**src/sv/svv_pkg.sv**
```systemverilog
package svv_pkg;

	// Sizing
	localparam int PIXEL_BITS   = 16;
	localparam int COUNTER_BITS = 16;

	localparam int IDX_W     = PIXEL_BITS;
	localparam int BIN_W     = PIXEL_BITS + 1;
	localparam int BIN_COUNT = 1 << BIN_W;
	localparam int OFF_W     = PIXEL_BITS + 1;
	localparam int DIST_W    = PIXEL_BITS + 1;
	localparam int STEP_W    = $clog2(IDX_W);

	// Register widths, fixed by the register map
	localparam int PC_W       = 17;
	localparam int BR_W       = 17;
	localparam int REG16_W    = 16;
	localparam int CFG_DATA_W = 17;
	localparam int CFG_IDX_W  = 3;

	// Divider remainder is always below the divisor
	localparam int REM_W = BR_W;

	localparam int DCMP_W = (DIST_W > REG16_W) ? DIST_W : REG16_W;
	localparam int CCMP_W = (COUNTER_BITS > REG16_W) ? COUNTER_BITS : REG16_W;

	localparam int IN_TDATA_W  = ((IDX_W + 7) / 8) * 8;
	localparam int OUT_BITS    = OFF_W + 3;
	localparam int OUT_TDATA_W = ((OUT_BITS + 7) / 8) * 8;

	localparam int QUEUE_DEPTH = 4;
	localparam int Q_AW        = $clog2(QUEUE_DEPTH);

	// Register indexes
	localparam logic [CFG_IDX_W-1:0] REG_PIXEL_COUNT    = 3'd0;
	localparam logic [CFG_IDX_W-1:0] REG_BLOCK_ROWS     = 3'd1;
	localparam logic [CFG_IDX_W-1:0] REG_MIN_DISTANCE   = 3'd2;
	localparam logic [CFG_IDX_W-1:0] REG_VOTE_THRESHOLD = 3'd3;
	localparam logic [CFG_IDX_W-1:0] REG_MAX_REPORTS    = 3'd4;

	// Reset values
	localparam logic [PC_W-1:0]    RST_PIXEL_COUNT    = 17'd65536;
	localparam logic [BR_W-1:0]    RST_BLOCK_ROWS     = 17'd250;
	localparam logic [REG16_W-1:0] RST_MIN_DISTANCE   = 16'd16;
	localparam logic [REG16_W-1:0] RST_VOTE_THRESHOLD = 16'd128;
	localparam logic [REG16_W-1:0] RST_MAX_REPORTS    = 16'd10000;

	typedef struct packed {
		logic [PC_W-1:0]    pixel_count;
		logic [BR_W-1:0]    block_rows;
		logic [REG16_W-1:0] min_distance;
		logic [REG16_W-1:0] vote_threshold;
		logic [REG16_W-1:0] max_reports;
	} cfg_t;

	// One classified pair, front to back
	typedef struct packed {
		logic [OFF_W-1:0] offset;
		logic             direction;
		logic             vote;
		logic [BIN_W-1:0] bin;
	} pair_t;

endpackage

```
**src/sv/svv_queue.sv**
```systemverilog
module svv_queue
	import svv_pkg::*;
(
	input  logic  clk,
	input  logic  arst_n,
	input  logic  push,
	input  pair_t push_data,
	output logic  full,
	input  logic  pop,
	output pair_t head,
	output logic  empty
);

	pair_t           slot_q [QUEUE_DEPTH];
	logic [Q_AW-1:0] wr_q, rd_q;
	logic [Q_AW:0]   count_q;

	assign full  = count_q == (Q_AW+1)'(QUEUE_DEPTH);
	assign empty = count_q == '0;
	assign head  = slot_q[rd_q];

	always_ff @(posedge clk) begin
		if (push) begin
			slot_q[wr_q] <= push_data;
		end
	end

	always_ff @(posedge clk or negedge arst_n) begin
		if (!arst_n) begin
			wr_q    <= '0;
			rd_q    <= '0;
			count_q <= '0;
		end else begin
			if (push) begin
				wr_q <= wr_q + 1'b1;
			end
			if (pop) begin
				rd_q <= rd_q + 1'b1;
			end
			case ({push, pop})
				2'b10:   count_q <= count_q + 1'b1;
				2'b01:   count_q <= count_q - 1'b1;
				default: count_q <= count_q;
			endcase
		end
	end

endmodule

```
**config.mk**
```make
export PLATFORM = sky130hd
export DESIGN_NAME = svv_queue
export DESIGN_NICKNAME = d
export VERILOG_FILES = /design/src/sv/svv_pkg.sv /design/src/sv/svv_queue.sv
export SDC_FILE = /design/constraint.sdc
export NUM_CORES = 1
export LEC_CHECK = 0
export BUFFER_PORTS_ARGS = -buffer_cell sky130_fd_sc_hd__clkbuf_2
export CORE_UTILIZATION = 51
export DETAILED_ROUTE_END_ITERATION = 10
export MAX_ROUTING_LAYER = met4
export PLACE_DENSITY = 0.74
export RECOVER_POWER = 100
export SLEW_MARGIN = 15
export SYNTH_ARGS = -nofsm -noshare
export SYNTH_HDL_FRONTEND = slang
export SYNTH_SLANG_ARGS = --single-unit
export TNS_END_PERCENT = 30
```
**constraint.sdc**
```tcl
create_clock -name clk -period 1.9 [get_ports clk]
set_input_delay 0.38 -clock clk [delete_from_list [all_inputs] [get_ports clk]]
set_output_delay 0.38 -clock clk [all_outputs]
set_load 0.005 [all_outputs]
```
======== Yosys cells after proc, flatten, opt, wreduce, memory -nomap -nowiden ========
Memory sizes are Yosys's and may differ from the RTL's.
Index checks and enable logic that the tools add are counted.
word-level totals
  bits in writable memories ............... 144
  word-level logic and storage cells ...... 16
  register bits ........................... 7
  memories ................................ 1
  output and inout port bits .............. 38
memories
  name    words  bits a word  rd ports  clocked after Yosys merged registers in  wr ports  line             source
  slot_q  4      36           1         0                                        1         svv_queue.sv:14  pair_t slot_q [QUEUE_DEPTH];
operators by class
  reductions and logical operators ........ 2
  eq/ne operators ......................... 3
  muxes and demuxes ....................... 3
  add/subtract/negate cells ............... 4
operators with widths
  kind                                              number
  one-hot mux 3 bit (2 select lines)                1
  adder 2 x 1 -> 2 bit, second input constant       2
  adder 3 x 1 -> 3 bit, second input constant       1
  == test 3 bit, second input constant              1
  logical NOT 3 bit                                 1
  subtractor 3 x 1 -> 3 bit, second input constant  1
  == test 2 x 1 -> 1 bit, second input constant     1
  == test 2 bit, second input constant              1
  2-to-1 mux 1 bit                                  2
  nonzero test 2 bit                                1

======== Longest topological paths before layout ========
Gate-level depths: netlist of run 1.
  depth after elaboration ................. 2
  depth in mapped cells ................... 7

======== Worst setup path before layout of run 1 ========
No wires, ideal clock.
  path type ............................... flip-flop to flip-flop
  start point ............................. register wr_q[0]
  end point ............................... memory slot_q[2][0] (netlist name) (enable)
  period minus slack after synthesis ...... 1896 ps
  library setup time ...................... 397 ps
  setup slack ............................. 4 ps
  stages on the path, launching flop included .. 4
  path buffers ............................ 0
  data arrival time ....................... 1499 ps
  cells stage by stage .................... dfrtp_1 > inv_1 > ha_1 > and2_1
RTL lines
  item                      line             source
  start: declaration        svv_queue.sv:15  logic [Q_AW-1:0] wr_q, rd_q;
  start signal: assignment  svv_queue.sv:35  wr_q <= wr_q + 1'b1;
  end: declaration          svv_queue.sv:14
No word-level cell before the write port.

==> results of run 1 <==
==> placed cells by master, fill, tap and decap left out <==
| cell type | instances |
|---|---|
| clkinv_4 | 2 |
| inv_1 | 6 |
| diode_2 | 1 |
| and2_2 | 2 |
| xnor2_1 | 2 |
| clkbuf_8 | 1 |
| mux4_2 | 36 |
| nor3_1 | 1 |
| clkbuf_16 | 16 |
| and2_0 | 2 |
| clkinv_1 | 1 |
| o21ai_0 | 2 |
| xor2_1 | 4 |
| and3_1 | 1 |
| nand2_1 | 3 |
| fa_1 | 1 |
| clkbuf_4 | 1 |
| nor2_1 | 1 |
| clkinvlp_4 | 4 |
| edfxtp_1 | 144 |
| bufinv_16 | 1 |
| dlygate4sd3_1 | 1 |
| clkbuf_1 | 39 |
| clkbuf_2 | 44 |
| buf_4 | 4 |
| dfrtp_2 | 2 |
| clkinv_2 | 6 |
| dfrtp_1 | 5 |
| buf_12 | 3 |
| ha_1 | 5 |
==> logic make-up after synthesis <==
logic type | synth area share
AO/OA/AOI/OAI | 0.001785
XOR/XNOR | 0.009371
adder cells (fa/ha/maj) | 0.01473
buffers and inverters | 0.01807
flip-flops | 0.8023
multiplexers | 0.1446
AND/OR/NAND/NOR | 0.009146
==> layer usage <==
layer  part of all wire  wire length, um
met5                  0                0
met2               0.50             4542
met3              0.057              522
met1               0.43             3965
met4              0.012              114
==> worst register-to-register path: stages (launching register included) <==
cell	delay (ps)
dfrtp_1	400
inv_1	100
ha_1	160
and2_0	610
buf_4	320
==> stage by stage <==
step	setup TNS, ps	util	cell area, sq um	worst slack (ps)	hold WS (ps)
6_report	-9033	0.6382	6706	-289.9	115.5
5_1_grt	-14010	0.6382	6706	-375.6	107.2
4_1_cts	-10590	0.6451	6779	-336.4	66.21
3_5_place_dp	0	0.5938	6240	168.0	241.9
3_3_place_gp	0	0.5938	6240	208.6	232.8
2_1_floorplan	0	-	5608	4.049	84.41
==> report_power, final <==
part / leakage, nW / internal [mW] / total (mW) / switching, mW
Combinational: 0.639 / 1.41 / 2.77 / 1.36
Sequential: 1.40 / 4.38 / 4.56 / 0.184
Clock: 0.254 / 1.72 / 2.93 / 1.21
Total: 2.30 / 7.50 / 10.3 / 2.76
==> final timing paths <==
path	startpoint	to	slack (ps)
setup reg to reg	wr_q[1]	slot_q[1][6]	10
min in group asynchronous	arst_n	count_q[2]	310
hold reg to reg	count_q[2]	count_q[2]	500
hold / removal	pop	rd_q[0]	120
setup / recovery	rd_q[0]	head[25]	-290
max in group asynchronous	arst_n	rd_q[0]	1270
==> area by class of cell <==
type | count | area share
antenna | 1 | 0.0003731
multi-input combinational | 60 | 0.1506
inverter | 6 | 0.003358
clock inverter | 14 | 0.01660
sequential | 151 | 0.6713
tap | 136 | 0.02537
timing repair buffer | 91 | 0.07015
clock buffer | 18 | 0.06231
==> registers in the layout, indices dropped and copies added, names as in the netlist <==
| name | cells |
|---|---|
| rd_q | 2 |
| wr_q | 2 |
| count_q | 3 |
| slot_q | 144 |
==> repair_timing <==
item                                    CTS  global route
gates cloned                              0             0
hold endpoints to repair                  7             0
endpoints found under the setup margin   36            36
hold buffers                              1             0
==> metrics.txt, run 1 <==
HP Class=in -> reg; Skew-Pair Late Insertion Delay=500 ps; FF+latch area=4502 sq um; Worst path top cell family by delay=multiplexers; Synth top area share=0.7711; Setup-failing EPs final=36; GRT Residual Overflow=0; worst setup slack after layout=-289.9 ps; Hold Path Depth=2; die height=106.9 um; Post-synth EDFFs=144; nets=373; initial antenna violation count=1; FF+latch count, synth=151; site row count=37; Required @ worst endpoint=1520 ps; Ports=78; Total Die Area=11420 sq um; count of cells resized by post-cts repair=0; Setup Fix Bufs, Post-CTS=0; ys flop type=edfxtp_1; MaxCap Viol Count=0; Fin. Hold Viols=0; core box area=10510 sq um; area grow syn2layout=19.59%; r2r worst-path depth=4; VDD IR max=702.0 uV; CTS H-tree depth=4; Rel. slew slack=0.4978; first-pass GRT wire length=14480 um; GR Util met3=0.05957; Avg WL per Cell=19.17 um; violated checks=negative setup slack; crit-path cells=buf_12, mux4_2, clkbuf_2; top post-synthesis cells by count=edfxtp_1 (144), mux4_2 (36), dfrtp_1 (7); fin crit period=2190 ps; Synth area leaders=edfxtp_1 (77%), mux4_2 (14%), dfrtp_1 (3.1%); top-count cell post-synth=edfxtp_1; Max clock buf depth=2; Worst Setup End Kind=output port; CP Depth=3; Synth Area per Inst=24.92 sq um; DP Cell Count=443; pwr dens=1530 nW/um^2; crit share post-route=1.153; Num CTS Buffers=17; Die Wd=106.9 um; Arr. time, crit path=1810 ps; Final Skew=5.045 ps; largest net degree at the start of global routing=26; CTS Sinks=151; register area share after synthesis=0.8023; Setup CP Type=reg -> out; Routed WL=9145 um; Fillers=751; Pins Over Slew Limit=0; DR DRC count=0; YS warnings=0; Mapped Nets=271; Initial Util=0.5336; RSZ-0062 raised after global routing=true; async set-reset flop share out of synthesis=0.04636; Crit-path slowest cell=mux4_2; outcome=complete, but fails checks; Synth cell types=18; initial DRC count=165; Via Count=2556; first-pass iteration count of the detailed router=4; Slew @ Worst Pin=752.9 ps; Root Driver=clkbuf_8; total power=10.26 mW; Post-DP HPWL=5732 um; area of the multi-input gates=1010 sq um; grt met1 use=0.2327; Worst-path clk slew=60 ps; CP startpoint kind=register; Peak Freq=0.4566 GHz; crit-path max FO=24; Antenna Violating Nets Remaining=0; global route hottest layer=met2; drt via density=5.358; Buf/Inv on CP=2; leakage=2.296 nW; Synth Instances=225; vias in the first global route=2746; layout cells sized above 1=0.3588; GRT Overall Usage=0.1846; met2 track demand over resource=0.2839; CTS tree=yes; Yosys top cell by area=edfxtp_1; IO buf count=77; Placer Congestion=0.7303; slowest stage delay, CP=540 ps; post-route insts no fill=477; Netlist Area Pre-Place=5608 sq um
Power figures use the tool's default switching activity.
==> run 2, diff against run 1 <==
Settings changed: BUFFER_PORTS_ARGS -buffer_cell sky130_fd_sc_hd__clkbuf_2 to default, CORE_UTILIZATION 51 to 55, DONT_BUFFER_PORTS from default to 1, PLACE_DENSITY 0.74 to 0.72.
==> metrics.txt, run 2 (synthesis results as in run 1) <==
first-pass GRT wire length=13990 um (-3.4%); slowest stage delay, CP=560 ps (+20 ps); pwr dens=1473 nW/um^2 (-3.7%); site row count=36 (-2.7%); fin crit period=2106 ps (-84.32 ps); DR DRC count=0 (unchanged); Slew @ Worst Pin=333.0 ps (-419.9 ps); leakage=2.279 nW (-0.73%); Crit-path slowest cell=mux4_2; die height=103.0 um (-3.6%); Max clock buf depth=2 (unchanged); Cell Area, Placed=5861 sq um (-6.1%); Rel. slew slack=0.7773 (+0.2795); Total Die Area=10600 sq um (-7.1%); largest registers=slot_q x144, count_q x3; Routed WL=9350 um (+2.2%); Via Count=2425 (-5.1%); most flop-heavy register=slot_q; Final Skew=8.210 ps (+3.165 ps); fin area=6814 sq um (+1.6%); Num CTS Buffers=17 (unchanged); post-route insts no fill=433 (-9.2%); vias in the first global route=2590 (-5.7%); post-layout util=0.6939 (+0.05576); largest net degree at the start of global routing=32 (+23%); Skew-Pair Late Insertion Delay=520 ps (+20 ps); Avg WL per Cell=21.59 um (+13%); Root Driver=clkbuf_8; Buf/Inv on CP=1 (-1); max reg flops=144 (unchanged); Peak Freq=0.4749 GHz (+4.0%); CTS H-tree depth=4 (unchanged); area grow syn2layout=21.51%; Fillers=640 (-15%); CP startpoint kind=register; Pins Over Slew Limit=0 (unchanged); Worst Setup End Kind=output port; nets=333 (-11%); Antenna Violating Nets Remaining=0 (unchanged); commonest non-fill, non-tap cell in the layout=edfxtp_1; Worst path top cell family by delay=multiplexers; layout cells sized above 1=0.2667 (-0.09216); initial antenna violation count=0 (-1); CTS tree=yes; Placer Congestion=0.6493 (-11%); ant diodes=0 (-1); setup tns final=-6813 ps (+2221 ps); Setup CP Type=reg -> out; GRT Overall Usage=0.1991 (+0.01455); RSZ-0062 raised after global routing=true; MaxCap Viol Count=0 (unchanged); dpl ws=302.7 ps (+134.7 ps); HP Class=in -> reg; worst setup slack after layout=-205.6 ps (+84.32 ps); Worst-path clk slew=60 ps (about the same); crit-path max FO=11 (-54%); violated checks=negative setup slack; Ports=78 (unchanged); Setup-failing EPs final=36 (unchanged); core box area=9819 sq um (-6.6%); Required @ worst endpoint=1520 ps (about the same); CTS Sinks=151 (unchanged); Fin. Hold Viols=0 (unchanged); VDD IR max=1136 uV (+62%); GRT Residual Overflow=0 (unchanged); Post-DP HPWL=5447 um (-5.0%); Initial Util=0.5711 (+0.03747); DP Cell Count=361 (-19%); crit-path cells=buf_6, mux4_2; outcome=complete, but fails checks; Setup Fix Bufs, Post-CTS=0 (unchanged); most frequent cells in the layout=edfxtp_1 (144), dlygate4sd3_1 (39), mux4_2 (36); IO buf count=0 (-100%); Die Wd=103.0 um (-3.6%); initial DRC count=108 (-35%); Arr. time, crit path=1730 ps (-80 ps); first-pass iteration count of the detailed router=5 (+1); crit share post-route=1.108 (-0.04438); drt via density=5.600 (+4.5%)
-- run 2: timing repair --
action | 4_1_cts | 5_1_grt
endpoints found under the setup margin | 36 | 36
resized for setup | 0 | 1
gates cloned | 0 | 1
hold buffers | 39 | 0
hold endpoints to repair | 155 | 0
pin swaps | 0 | 0
-- run 2: metal layers --
metal	track usage	up-vias	routed length, um
li1	-	1073	-
met1	0.2427	1269	4000
met2	0.3021	71	4706
met3	0.06983	12	491
met4	0.09101	0	151
met5	-	-	0
-- run 2: path summary, 6_finish.rpt --
check                            from  cells after the start             to  slack [ps]
setup / recovery              rd_q[0]                      2        head[2]        -210
hold / removal                    pop                      2     count_q[0]         150
setup reg to reg              wr_q[0]                      4  slot_q[0][21]         420
hold reg to reg            count_q[2]                      1     count_q[2]         500
max in group asynchronous      arst_n                      1        rd_q[0]        1440
min in group asynchronous      arst_n                      1     count_q[2]         190
-- run 2: layout make-up --
class                      instances  area [sq um]  area share
clock buffer                      19         421.7     0.06188
sequential                       151          4502      0.6607
inverter                           6         22.52    0.003305
clock inverter                    13         112.6     0.01653
timing repair buffer              51         576.8     0.08465
multi-input combinational         60          1012      0.1485
tap                              133         166.4     0.02442
-- run 2: per-stage QoR --
stage	power, mW	hold WS (ps)
floorplan	6.382	84.41
global placement	6.924	84.61
detailed placement	7.006	84.62
CTS	10.12	119.3
global route	10.51	142.5
finish	10.04	154.6
-- run 2: worst reg2reg max path: cells and delay by family, from the launching register on --
kind | cells | cell delay, ps
DFF | 1 | 420
buffers and inverters | 2 | 350
and+or+nand+nor | 1 | 250
adders and majority gates | 1 | 140
-- run 2: report_power, final --
group	leakage [nW]	switching (mW)	internal (mW)	total (mW)
Sequential	1.40	0.228	4.37	4.60
Clock	0.265	1.15	1.83	2.98
Combinational	0.611	1.24	1.22	2.46
Total	2.28	2.62	7.42	10.0
