**src/sv/svv_pkg.sv**
```systemverilog
package svv_pkg;

	// Sizing
	localparam int PIXEL_BITS   = 16;
	localparam int COUNTER_BITS = 16;

	localparam int IDX_W     = PIXEL_BITS;
	localparam int BIN_W     = PIXEL_BITS + 1;
	localparam int BIN_COUNT = 1 << BIN_W;
	localparam int OFF_W     = PIXEL_BITS + 1;
	localparam int DIST_W    = PIXEL_BITS + 1;
	localparam int STEP_W    = $clog2(IDX_W);

	// Register widths, fixed by the register map
	localparam int PC_W       = 17;
	localparam int BR_W       = 17;
	localparam int REG16_W    = 16;
	localparam int CFG_DATA_W = 17;
	localparam int CFG_IDX_W  = 3;

	// Divider remainder is always below the divisor
	localparam int REM_W = BR_W;

	localparam int DCMP_W = (DIST_W > REG16_W) ? DIST_W : REG16_W;
	localparam int CCMP_W = (COUNTER_BITS > REG16_W) ? COUNTER_BITS : REG16_W;

	localparam int IN_TDATA_W  = ((IDX_W + 7) / 8) * 8;
	localparam int OUT_BITS    = OFF_W + 3;
	localparam int OUT_TDATA_W = ((OUT_BITS + 7) / 8) * 8;

	localparam int QUEUE_DEPTH = 4;
	localparam int Q_AW        = $clog2(QUEUE_DEPTH);

	// Register indexes
	localparam logic [CFG_IDX_W-1:0] REG_PIXEL_COUNT    = 3'd0;
	localparam logic [CFG_IDX_W-1:0] REG_BLOCK_ROWS     = 3'd1;
	localparam logic [CFG_IDX_W-1:0] REG_MIN_DISTANCE   = 3'd2;
	localparam logic [CFG_IDX_W-1:0] REG_VOTE_THRESHOLD = 3'd3;
	localparam logic [CFG_IDX_W-1:0] REG_MAX_REPORTS    = 3'd4;

	// Reset values
	localparam logic [PC_W-1:0]    RST_PIXEL_COUNT    = 17'd65536;
	localparam logic [BR_W-1:0]    RST_BLOCK_ROWS     = 17'd250;
	localparam logic [REG16_W-1:0] RST_MIN_DISTANCE   = 16'd16;
	localparam logic [REG16_W-1:0] RST_VOTE_THRESHOLD = 16'd128;
	localparam logic [REG16_W-1:0] RST_MAX_REPORTS    = 16'd10000;

	typedef struct packed {
		logic [PC_W-1:0]    pixel_count;
		logic [BR_W-1:0]    block_rows;
		logic [REG16_W-1:0] min_distance;
		logic [REG16_W-1:0] vote_threshold;
		logic [REG16_W-1:0] max_reports;
	} cfg_t;

	// One classified pair, front to back
	typedef struct packed {
		logic [OFF_W-1:0] offset;
		logic             direction;
		logic             vote;
		logic [BIN_W-1:0] bin;
	} pair_t;

endpackage

```
**src/sv/svv_front.sv**
```systemverilog
module svv_front
	import svv_pkg::*;
(
	input  logic             clk,
	input  logic             arst_n,
	input  cfg_t             cfg,
	input  logic             hold,
	input  logic             in_valid,
	output logic             in_ready,
	input  logic [IDX_W-1:0] in_index,
	output logic             push,
	output pair_t            push_data,
	input  logic             full
);

	typedef enum logic [1:0] {F_IDLE, F_DIV, F_DIST, F_PUSH} fstate_t;

	localparam logic [STEP_W-1:0] STEP_LAST = STEP_W'(IDX_W - 1);

	fstate_t           state_q;
	logic [IDX_W-1:0]  prev_q;
	logic              have_prev_q;
	logic [IDX_W-1:0]  hi_q, lo_q;       // dividend in, quotient out
	logic [REM_W-1:0]  rhi_q, rlo_q;
	logic [BR_W-1:0]   div_q;
	logic [STEP_W-1:0] step_q;
	logic              dir_q;
	logic [IDX_W-1:0]  diff_q;
	logic [IDX_W-1:0]  rowdiff_q, coldiff_q;
	logic [OFF_W-1:0]  offset_q;
	logic [BIN_W-1:0]  bin_q;

	logic [REM_W:0]    trial_hi, trial_lo, sub_hi, sub_lo;
	logic              ge_hi, ge_lo;
	logic              neg;
	logic [OFF_W-1:0]  diff_ext;
	logic [DIST_W-1:0] manhattan;
	logic              vote;

	// One quotient bit per cycle on both indices
	always_comb begin
		trial_hi = {rhi_q, hi_q[IDX_W-1]};
		trial_lo = {rlo_q, lo_q[IDX_W-1]};
		ge_hi    = trial_hi >= {1'b0, div_q};
		ge_lo    = trial_lo >= {1'b0, div_q};
		sub_hi   = trial_hi - {1'b0, div_q};
		sub_lo   = trial_lo - {1'b0, div_q};
	end

	assign neg       = rhi_q < rlo_q;
	assign diff_ext  = OFF_W'(diff_q);
	assign manhattan = DIST_W'(rowdiff_q) + DIST_W'(coldiff_q);
	assign vote      = DCMP_W'(manhattan) > DCMP_W'(cfg.min_distance);

	assign in_ready  = (state_q == F_IDLE) && !hold;
	assign push      = (state_q == F_PUSH) && !full;
	assign push_data = '{offset: offset_q, direction: dir_q, vote: vote, bin: bin_q};

	always_ff @(posedge clk or negedge arst_n) begin
		if (!arst_n) begin
			state_q     <= F_IDLE;
			prev_q      <= '0;
			have_prev_q <= 1'b0;
		end else begin
			case (state_q)
				F_IDLE: begin
					if (in_valid && in_ready) begin
						prev_q      <= in_index;
						have_prev_q <= 1'b1;
						if (have_prev_q) begin
							if (in_index > prev_q) begin
								hi_q   <= in_index;
								lo_q   <= prev_q;
								dir_q  <= 1'b0;
								diff_q <= in_index - prev_q;
							end else begin
								hi_q   <= prev_q;
								lo_q   <= in_index;
								dir_q  <= 1'b1;
								diff_q <= prev_q - in_index;
							end
							rhi_q   <= '0;
							rlo_q   <= '0;
							div_q   <= (cfg.block_rows == '0) ? BR_W'(1) : cfg.block_rows;
							step_q  <= STEP_LAST;
							state_q <= F_DIV;
						end
					end
				end
				F_DIV: begin
					rhi_q  <= ge_hi ? sub_hi[REM_W-1:0] : trial_hi[REM_W-1:0];
					rlo_q  <= ge_lo ? sub_lo[REM_W-1:0] : trial_lo[REM_W-1:0];
					hi_q   <= {hi_q[IDX_W-2:0], ge_hi};
					lo_q   <= {lo_q[IDX_W-2:0], ge_lo};
					step_q <= step_q - 1'b1;
					if (step_q == '0) begin
						state_q <= F_DIST;
					end
				end
				F_DIST: begin
					// rows in rhi_q/rlo_q, columns in hi_q/lo_q
					rowdiff_q <= neg ? IDX_W'(rlo_q - rhi_q) : IDX_W'(rhi_q - rlo_q);
					coldiff_q <= hi_q - lo_q;
					offset_q  <= neg ? OFF_W'('0) - diff_ext : diff_ext;
					bin_q     <= neg ? BIN_W'(cfg.pixel_count) - 1'b1 + BIN_W'(diff_q)
					                 : BIN_W'(diff_q);
					state_q   <= F_PUSH;
				end
				F_PUSH: begin
					if (!full) begin
						state_q <= F_IDLE;
					end
				end
				default: state_q <= F_IDLE;
			endcase
		end
	end

endmodule

```
**config.mk**
```make
export PLATFORM = sky130hd
export DESIGN_NAME = svv_front
export DESIGN_NICKNAME = d
export VERILOG_FILES = /design/src/sv/svv_pkg.sv /design/src/sv/svv_front.sv
export SDC_FILE = /design/constraint.sdc
export NUM_CORES = 1
export LEC_CHECK = 0
export ABC_AREA = 1
export BUFFER_PORTS_ARGS = -buffer_cell sky130_fd_sc_hd__buf_2
export CORE_MARGIN = 2
export CORE_UTILIZATION = 26
export CTS_BUF_LIST = sky130_fd_sc_hd__clkbuf_8 sky130_fd_sc_hd__clkbuf_16
export CTS_CLUSTER_DIAMETER = 150
export DETAILED_ROUTE_END_ITERATION = 6
export PLACE_DENSITY = 0.51
export SLEW_MARGIN = 20
export SYNTH_ARGS = -nofsm -noshare
export SYNTH_HDL_FRONTEND = slang
export SYNTH_SLANG_ARGS = --single-unit
```
**constraint.sdc**
```tcl
create_clock -name clk -period 10.2 [get_ports clk]
set_clock_uncertainty 0.15 [all_clocks]
set_input_delay 1.53 -clock clk [delete_from_list [all_inputs] [get_ports clk]]
set_output_delay 1.53 -clock clk [all_outputs]
set_load 0.05 [all_outputs]
```
Yosys cells after proc, flatten, opt, wreduce, memory -nomap -nowiden
Index checks and enable logic that the tools add are counted.
{ "word_totals": {"regBits": 189, "in_bits": 103, "output_inout_bits": 38, "wordCells": 82} }
{ "classes": {"addsub": 12, "order_cmp": 5, "eq_ne": 7, "muxes": 27, "n_reduce_logical": 14} }
{ "op_table": {"columns": ["op", "n"], "rows": [
  ["2-to-1 mux 16 bit", 10],
  ["subtractor 16 bit", 5],
  ["2-to-1 mux 17 bit", 4],
  ["one-hot mux 17 bit (2 select lines)", 2],
  ["one-hot mux 16 bit (2 select lines)", 2],
  ["greater-or-equal comparator 18 x 17 -> 1 bit", 2],
  ["subtractor 17 bit", 2],
  ["adder 16 x 16 -> 17 bit", 1],
  ["adder 17 x 16 -> 17 bit", 1],
  ["> comparator 17 x 16 -> 1 bit", 1],
  ["logical NOT 17 bit", 1],
  ["less-than comparator 17 bit", 1],
  ["subtractor 1 x 16 -> 17 bit (first input constant)", 1],
  ["subtractor 17 x 1 -> 17 bit (second input constant)", 1],
  ["> comparator 16 bit", 1],
  ["AND reduction 4 bit", 3],
  ["2-to-1 mux 2 bit", 4],
  ["2-to-1 mux 4 bit", 2],
  ["one-hot mux 2 bit (4 select lines)", 1],
  ["one-hot mux 4 bit (2 select lines)", 1],
  ["!= test 2 bit (second input constant)", 3],
  ["== test 2 bit (second input constant)", 2],
  ["logical NOT 4 bit", 1],
  ["AND reduction 2 bit", 2],
  ["other kinds (8)", 11]
]} }

Depth between registers and ports, before layout
Gate-level depths: netlist of the first run.
{ "logic_depth": {"word_depth": 5, "ltp_mapped": 24, "depth_no_buf": 23} }

Least setup slack after synthesis of the first run
No wires, ideal clock.
{ "synth_timing": {"kind": "input to register", "start": "input hold", "end": "register hi_q[0], enable pin", "setup_time_ps": 433, "arrival_ps": 4332, "required_time_ps": 9617, "slack_ps": 5285, "cell_stages": 4, "n_path_buf": 0, "path_cell_list": "nor2_1 nand2_1 nor2_1 o21a_1"} }
{ "synth_between": {"elab_chain_len": 5} }
{ "synth_lines": {"columns": ["element", "line", "text"], "rows": [
  ["from (decl)", "svv_front.sv:7", "input logic hold,"],
  ["logical NOT 1 bit", "svv_front.sv:55", "assign in_ready = (state_q == F_IDLE) && !hold;"],
  ["logical AND 1 bit", "svv_front.sv:55", null],
  ["logical AND 1 bit", "svv_front.sv:67", "if (in_valid && in_ready) begin"],
  ["!= test 2 x 1 -> 1 bit (no line)", null, null],
  ["AND reduction 4 bit (no line)", null, null],
  ["to (signal assigned)", "svv_front.sv:72", "hi_q <= in_index;"],
  ["to (signal assigned)", "svv_front.sv:77", "hi_q <= prev_q;"],
  ["to (signal assigned)", "svv_front.sv:93", "hi_q <= {hi_q[IDX_W-2:0], ge_hi};"],
  ["to (decl)", "svv_front.sv:23", "logic [IDX_W-1:0] hi_q, lo_q;"]
]} }
Every way passes these cells.
A chain may end at the register's enable or synchronous reset.

==> run_results.csv, run 1 <==
group,metric,value,unit
cts,cts.sinks,189,
yosys,synth_edf_count,170,
cells_and_area,fill_cells,6847,
timing,layout_setup_ws,4.75,ns
cells_and_area,n_antenna_cell,0,
die,start_util,0.262,
cts,postCtsSetupBuffers,0,
die,rows,92,
yosys,ys_ff_latch,189,
timing,drv_slew,0,
power,power_density,270,mW/mm2
cts,clockBufferDepth,2,
timing,worst_pin_slew,0.983,ns
setup_path,cp-end-kind,"output pin",
route,dr.pass1.iters,5,
setup_path,cp-start-kind,"flop",
die,die_area,0.0652,mm2
route,routed_wl,48400,um
route,first_iter_violations,813,
setup_path,crit_arrival,3.77,ns
placement,place_congestion,0.901,
cells_and_area,layout_commonest_cell,"nand2_1",
placement,pre_cts_slack,5.27,ns
timing,rsz0062_at_grt,"false",
yosys,ys_async_sr_fraction,0.101,
yosys,synthFlopType,"edfxtp_1",
die,die_y,255,um
timing,finalHoldViolCount,0,
cells_and_area,fin_nets,2542,
yosys,seq_area_frac_synth,0.340,
die,dieWidth,255,um
worst_hold_path,hp-class,"reg2reg",
cts,cts-root-buf,"clkbuf_16",
cts,clk_latency,0.48,ns
setup_path,path_max_fanout,3,
timing,fmax,184,MHz
die,core_area,0.0627,mm2
yosys,yosys_warnings,0,
die,io_pins,141,
yosys,syn_area,0.0164,mm2
global_route,grt_max_degree,67,
job,max_cap_violations,0,
cts,cts_tree,"yes",
yosys,synth_nets,2485,
route,route.detailed.drc,0,
yosys,netlist_instances,2191,
cells_and_area,drive_gt1_frac,0.0770,
yosys,synth_cell_types,47,
global_route,groute.usage.overall,0.148,
setup_path,crit_type,"reg2out",
placement,place_area,0.0177,mm2
outcome,run_status,"complete, no violations",
timing,finalCriticalPeriod,5.45,ns
cells_and_area,final_area,0.0183,mm2
cts,cts_buffers,17,
placement,port_buffers,108,
cts,cts_max_level,4,
cts,cts_hold_buffers,0,
setup_path,crit_required,8.52,ns
timing,post-route-period-util,0.534,
timing,finalSetupViolCount,0,
power,ir_worst_vdd,0.000207,V
global_route,grt_overflow,0,
global_route,grt_pass1_wl,76900,um
timing,slew_headroom,0.345,
cts,cts_resized,0,
power,p_leak,8.92,nW
timing,fin_hold_ws,0.341,ns
placement,dp_hpwl,38700,um
timing,setup_tns,0,ns
yosys,avgSynthCellArea,7.50,um2
cts,clk_pin_slew,0.08,ns
global_route,antenna_found_initial,0,
route,num_vias,14100,
route,wl_per_cell,15.6,um
cells_and_area,syn2layout_area_growth,11.4,%
route,ant_nets,0,
power,p_total,4.94,mW
cells_and_area,layout_common_cells,"590 x nand2_1, 317 x inv_1, 181 x ha_1, 170 x edfxtp_1, 167 x nor2_1",
global_route,grt_pass1_vias,14000,
route,post_drt_via_cell_ratio,4.54,
state kept, by name, summed over array words and instances (netlist names):
name and cells:
rhi_q 17, diff_q 16, bin_q 17, have_prev_q 1, dir_q 1, hi_q 16, step_q 4, prev_q 16
state_q 2, rlo_q 17, coldiff_q 16, div_q 17, lo_q 16, offset_q 17, rowdiff_q 16
cells in the mapped netlist, types with 2 or more instances:
cell      number  area, um2
a211oi_1       3       22.5
a21boi_1       2       15.0
a21o_1        18        135
a21oi_1      139        696
a221oi_1       3       26.3
a31oi_1        6       37.5
buf_1          4       15.0
buf_2         22        110
buf_4          8       60.1
buf_6          4       45.0
clkbuf_1      32        120
clkbuf_2       8       40.0
dfrtp_1       19        475
edfxtp_1     170       5100
fa_1           9        180
ha_1         182       2280
inv_1        318       1190
inv_2          5       18.8
nand2_1      591       2220
nand2_2        7       43.8
nand2_4        2       22.5
nand3_1      144        721
nand3b_1      11       82.6
nand4_1        5       31.3
nor2_1       168        631
nor3_1        27        135
nor4_1         9       56.3
o211ai_1       3       22.5
o21a_1         4       30.0
o21ai_0      117        586
o21ai_1        4       20.0
o21ai_2        4       35.0
o21bai_1      18        135
or2_1          2       12.5
xnor2_1       30        263
xor2_1        82        718
kinds of logic (layout without fill, tap and decap cells):
family                   after synthesis  count (layout)  synth area share
adder cells (fa/ha/maj)              191             191             0.150
AND/OR/NAND/NOR                      972             972             0.244
flip-flops                           189             189             0.340
buffers and inverters                401             470            0.0975
AO/OA/AOI/OAI                        326             326             0.110
XOR/XNOR                             112             112            0.0597
per-layer routing:
| layer | vias up | track usage | share of wire |
|---|---|---|---|
| met3 | 45 | 0.0247 | 0.040 |
| met1 | 6536 | 0.198 | 0.48 |
| li1 | 7232 | - | - |
| met4 | 0 | 0.0382 | 0.018 |
| met5 | - | 0 | 0 |
| met2 | 281 | 0.248 | 0.47 |
power breakdown:
| group | total (mW) | internal, mW | switching (mW) |
|---|---|---|---|
| clock | 0.702 | 0.346 | 0.356 |
| combinational | 2.92 | 0.964 | 1.95 |
| sequential | 1.32 | 1.19 | 0.131 |
| total | 4.94 | 2.50 | 2.44 |
through the flow:
step,instances,util
after floorplan,2191,-
after global placement,3074,0.282
after detailed placement,3074,0.282
after CTS,3105,0.292
after global routing,3106,0.292
final,3106,0.292
worst paths after layout:
path                                         start                 endpoint  slack [ns]  depth (start not counted)
max in group asynchronous                   arst_n    prev_q[1]$_DFFE_PN0P_        8.64                          1
hold reg to reg            have_prev_q$_DFFE_PN0P_  have_prev_q$_DFFE_PN0P_        0.34                          2
setup / recovery            rowdiff_q[0]$_DFFE_PP_            push_data[17]        4.75                         24
setup reg to reg                hi_q[15]$_DFFE_PP_   rhi_q[5]$_SDFFCE_PN0P_        6.29                         13
min in group asynchronous                   arst_n  have_prev_q$_DFFE_PN0P_        0.88                          1
hold / removal             have_prev_q$_DFFE_PN0P_  have_prev_q$_DFFE_PN0P_        0.34                          2
layout make-up:
type / instances / area, um2 / share of cell area
tap: 846 / 1060 / 0.0578
inverter: 323 / 1210 / 0.0662
clock buffer: 17 / 425 / 0.0232
sequential: 189 / 5580 / 0.305
multi-input combinational: 1601 / 9270 / 0.506
timing repair buffer: 116 / 613 / 0.0335
clock inverter: 14 / 158 / 0.00861
worst max-delay path, cell delays in order, from the launching register on:
cell and delay [ns]:
edfxtp_1 0.42, ha_1 0.24, inv_1 0.07, fa_1 0.19, nand3b_1 0.12, nand2_1 0.09
a21oi_1 0.32, inv_1 0.11, nand2_1 0.07, nand2_1 0.07, nand2_1 0.07, nand2_1 0.08
xor2_1 0.17, ha_1 0.30, inv_1 0.05, nor3_1 0.24, nand2_1 0.09, nand2_1 0.06
nand2_1 0.04, nand2_1 0.05, nand2_1 0.05, nand2_1 0.05, nand2_1 0.04, nand2_1 0.05
buf_2 0.26
Note: power is estimated with default switching activity, not from simulation.
==> run 2, diff against run 1 <==
- ABC_AREA: 1 -> 0
- PLACE_DENSITY: 0.51 -> 0.53
- clock period: 10.2 -> 4.6 ns (I/O delays scaled with it)
==> run_results.csv, run 2 <==
group,metric,value,unit
outcome,run_status,"finished with violations",
outcome,violations,"negative setup slack",
setup_path,path_max_fanout,3,
setup_path,crit_required,3.76,ns
power,power_density,619,mW/mm2
yosys,synthFlopType,"edfxtp_1",
setup_path,cp_slowest_cell,"edfxtp_1",
cells_and_area,seqCellArea,0.00558,mm2
timing,worst_pin_slew,1.12,ns
power,p_total,10.9,mW
setup_path,cp-end-kind,"output pin",
yosys,synth_cell_types,78,
timing,drv_slew,0,
timing,post-route-period-util,1.06,
global_route,grt_max_degree,76,
route,num_vias,12000,
cts,clk_latency,0.48,ns
setup_path,crit_buf_inv,2,
power,p_leak,7.69,nW
global_route,antenna_found_initial,4,
setup_path,worst-r2r-setup-slack,0.55,ns
cells_and_area,final_util,0.298,
yosys,synth_common_cells,"212 x inv_1, 182 x ha_1, 170 x edfxtp_1, 140 x nand2_1, 109 x a21oi_1",
route,post_drt_via_cell_ratio,4.73,
yosys,seq_area_frac_synth,0.361,
setup_path,max_stage_delay,0.35,ns
die,rows,89,
yosys,syn_area,0.0154,mm2
route,dr.pass1.iters,7,
cells_and_area,fill_cells,6156,
placement,place_area,0.0168,mm2
die,start_util,0.262,
worst_hold_path,hp-class,"in2async",
timing,finalCriticalPeriod,4.88,ns
route,routed_wl,39900,um
cts,cts.sinks,189,
yosys,synthDominantCellAreaShare,0.331,
global_route,groute.usage.overall,0.131,
yosys,ys_ff_latch,189,
setup_path,r2r-start,"rhi_q[1]$_SDFFCE_PN0P_",
die,die_area,0.0614,mm2
route,wl_per_cell,15.7,um
die,die_y,248,um
global_route,grt_pass1_vias,11700,
placement,dp_hpwl,31700,um
global_route,grt_pass1_wl,62300,um
cells_and_area,layout_common_cells,"212 x inv_1, 180 x ha_1, 170 x edfxtp_1, 139 x nand2_1",
cells_and_area,drive_gt1_frac,0.122,
setup_path,cp-start-kind,"flop",
setup_path,crit_family,"compound AO/OA/AOI/OAI gates",
setup_path,r2r_cells,11,
timing,layout_setup_ws,-0.276,ns
route,route.detailed.drc,0,
yosys,synth_most_common_cell,"inv_1",
die,dieWidth,248,um
timing,fin_hold_ws,0.0569,ns
power,ir_worst_vdd,0.000345,V
cells_and_area,final_area,0.0175,mm2
timing,rsz0062_at_grt,"true",
yosys,synth_nets,1960,
job,max_cap_violations,0,
die,io_pins,141,
cts,cts-root-buf,"clkbuf_16",
cells_and_area,fin_nets,2046,
yosys,ys_async_sr_fraction,0.101,
timing,finalSetupViolCount,1,
cts,cts_buffers,17,
cts,cts_tree,"yes",
placement,place_congestion,0.854,
setup_path,crit_type,"reg2out",
yosys,yosys_warnings,0,
timing,slew_headroom,0.252,
timing,finalHoldViolCount,0,
setup_path,crit_arrival,4.04,ns
setup_path,crit_chain,"ha_2 -> inv_2 -> fa_2 -> nor2b_2 -> o21ai_2 -> a21oi_2 -> o21a_1 -> o21ai_2 -> a311oi_2 -> a31oi_2 -> xnor2_1 -> ha_1 -> nand2_2 -> or2_4 -> nor4_4 -> nor2_1 -> o22ai_1 -> o211ai_1 -> buf_4",
cts,clk_pin_slew,0.08,ns
timing,fmax,205,MHz
cells_and_area,multi_input_area,0.00883,mm2
yosys,netlist_instances,1666,
global_route,grt_overflow,0,
cts,cts_hold_buffers,0,
yosys,yosys.area.top_type,"edfxtp_1",
die,core_area,0.0589,mm2
yosys,synthTopCellsByArea,"edfxtp_1 33%, ha_1 15%, inv_1 5.2%",
route,first_iter_violations,764,
setup_path,crit_top_cell,"o21ai_2",
yosys,synth_edf_count,170,
placement,port_buffers,108,
route,ant_nets,0,
cells_and_area,layout_commonest_cell,"inv_1",
cells_and_area,syn2layout_area_growth,13.6,%
yosys,avgSynthCellArea,9.27,um2
setup_path,crit-reg2reg-capture,"offset_q[7]$_DFFE_PP_",
cts,cts_max_level,4,
cts,clockBufferDepth,2,
## run 2: cell types whose count changed in the layout (fill, tap and decap cells not counted), sizes merged, moves of 27 or more
cell and change:
nand2 -460, nand3 -115, inv -106, nor2 -84, mux2i +66, xor2 -45
xnor2 +35, a21o +27
## run 2: cells by family after synthesis
group,share of synthesized area
AOI/OAI and AO/OA,0.179
xor gates and xnor gates,0.0579
adders and majority gates,0.159
buffers and inverters,0.0724
DFF,0.361
muxes,0.0450
and+or+nand+nor,0.125
## run 2: report_power, final
| group | total [mW] | internal [mW] | switching (mW) |
|---|---|---|---|
| Sequential | 2.98 | 2.67 | 0.313 |
| Clock | 1.53 | 0.782 | 0.751 |
| Combinational | 6.34 | 2.49 | 3.85 |
## run 2: layout make-up
cell class,count,share of cell area
Timing Repair Buffer,135,0.0434
Tap cell,773,0.0551
Multi-Input combinational cell,1194,0.503
Inverter,215,0.0460
Antenna cell,2,0.000285
Clock inverter,14,0.00870
Clock buffer,18,0.0250
Sequential cell,189,0.318
## run 2: timing repair
action | in CTS | in global routing
endpoints found under the setup margin | 1 | 1
resized for setup | 13 | 9
buffers inserted | 6 | 1
pin swaps | 13 | 9
## run 2: routing by layer
metal / global-route usage / up-vias / routed length (um)
li1: - / 6087 / -
met1: 0.175 / 5655 / 19400
met2: 0.212 / 229 / 18400
met3: 0.0274 / 46 / 1460
met4: 0.0379 / 8 / 652
met5: 0 / - / 42
## run 2: worst max path at each step
stage / from / endpoint / depth (start not counted)
2_1_floorplan: rowdiff_q[0]$_DFFE_PP_ / push_data[17] / 19
3_3_place_gp: rowdiff_q[0]$_DFFE_PP_ / push_data[17] / 19
3_5_place_dp: coldiff_q[0]$_DFFE_PP_ / push_data[17] / 18
4_1_cts: coldiff_q[0]$_DFFE_PP_ / push_data[17] / 19
5_1_grt: coldiff_q[0]$_DFFE_PP_ / push_data[17] / 19
6_report: coldiff_q[0]$_DFFE_PP_ / push_data[17] / 19
## run 2: per-stage QoR
stage / setup TNS (ns) / instances / worst slack, ns
after floorplan: 0 / 1666 / 0.296
after global placement: -0.0382 / 2499 / -0.0382
after detailed placement: -0.136 / 2499 / -0.136
after CTS: -0.325 / 2537 / -0.325
after global routing: -0.471 / 2538 / -0.471
final: -0.276 / 2540 / -0.276
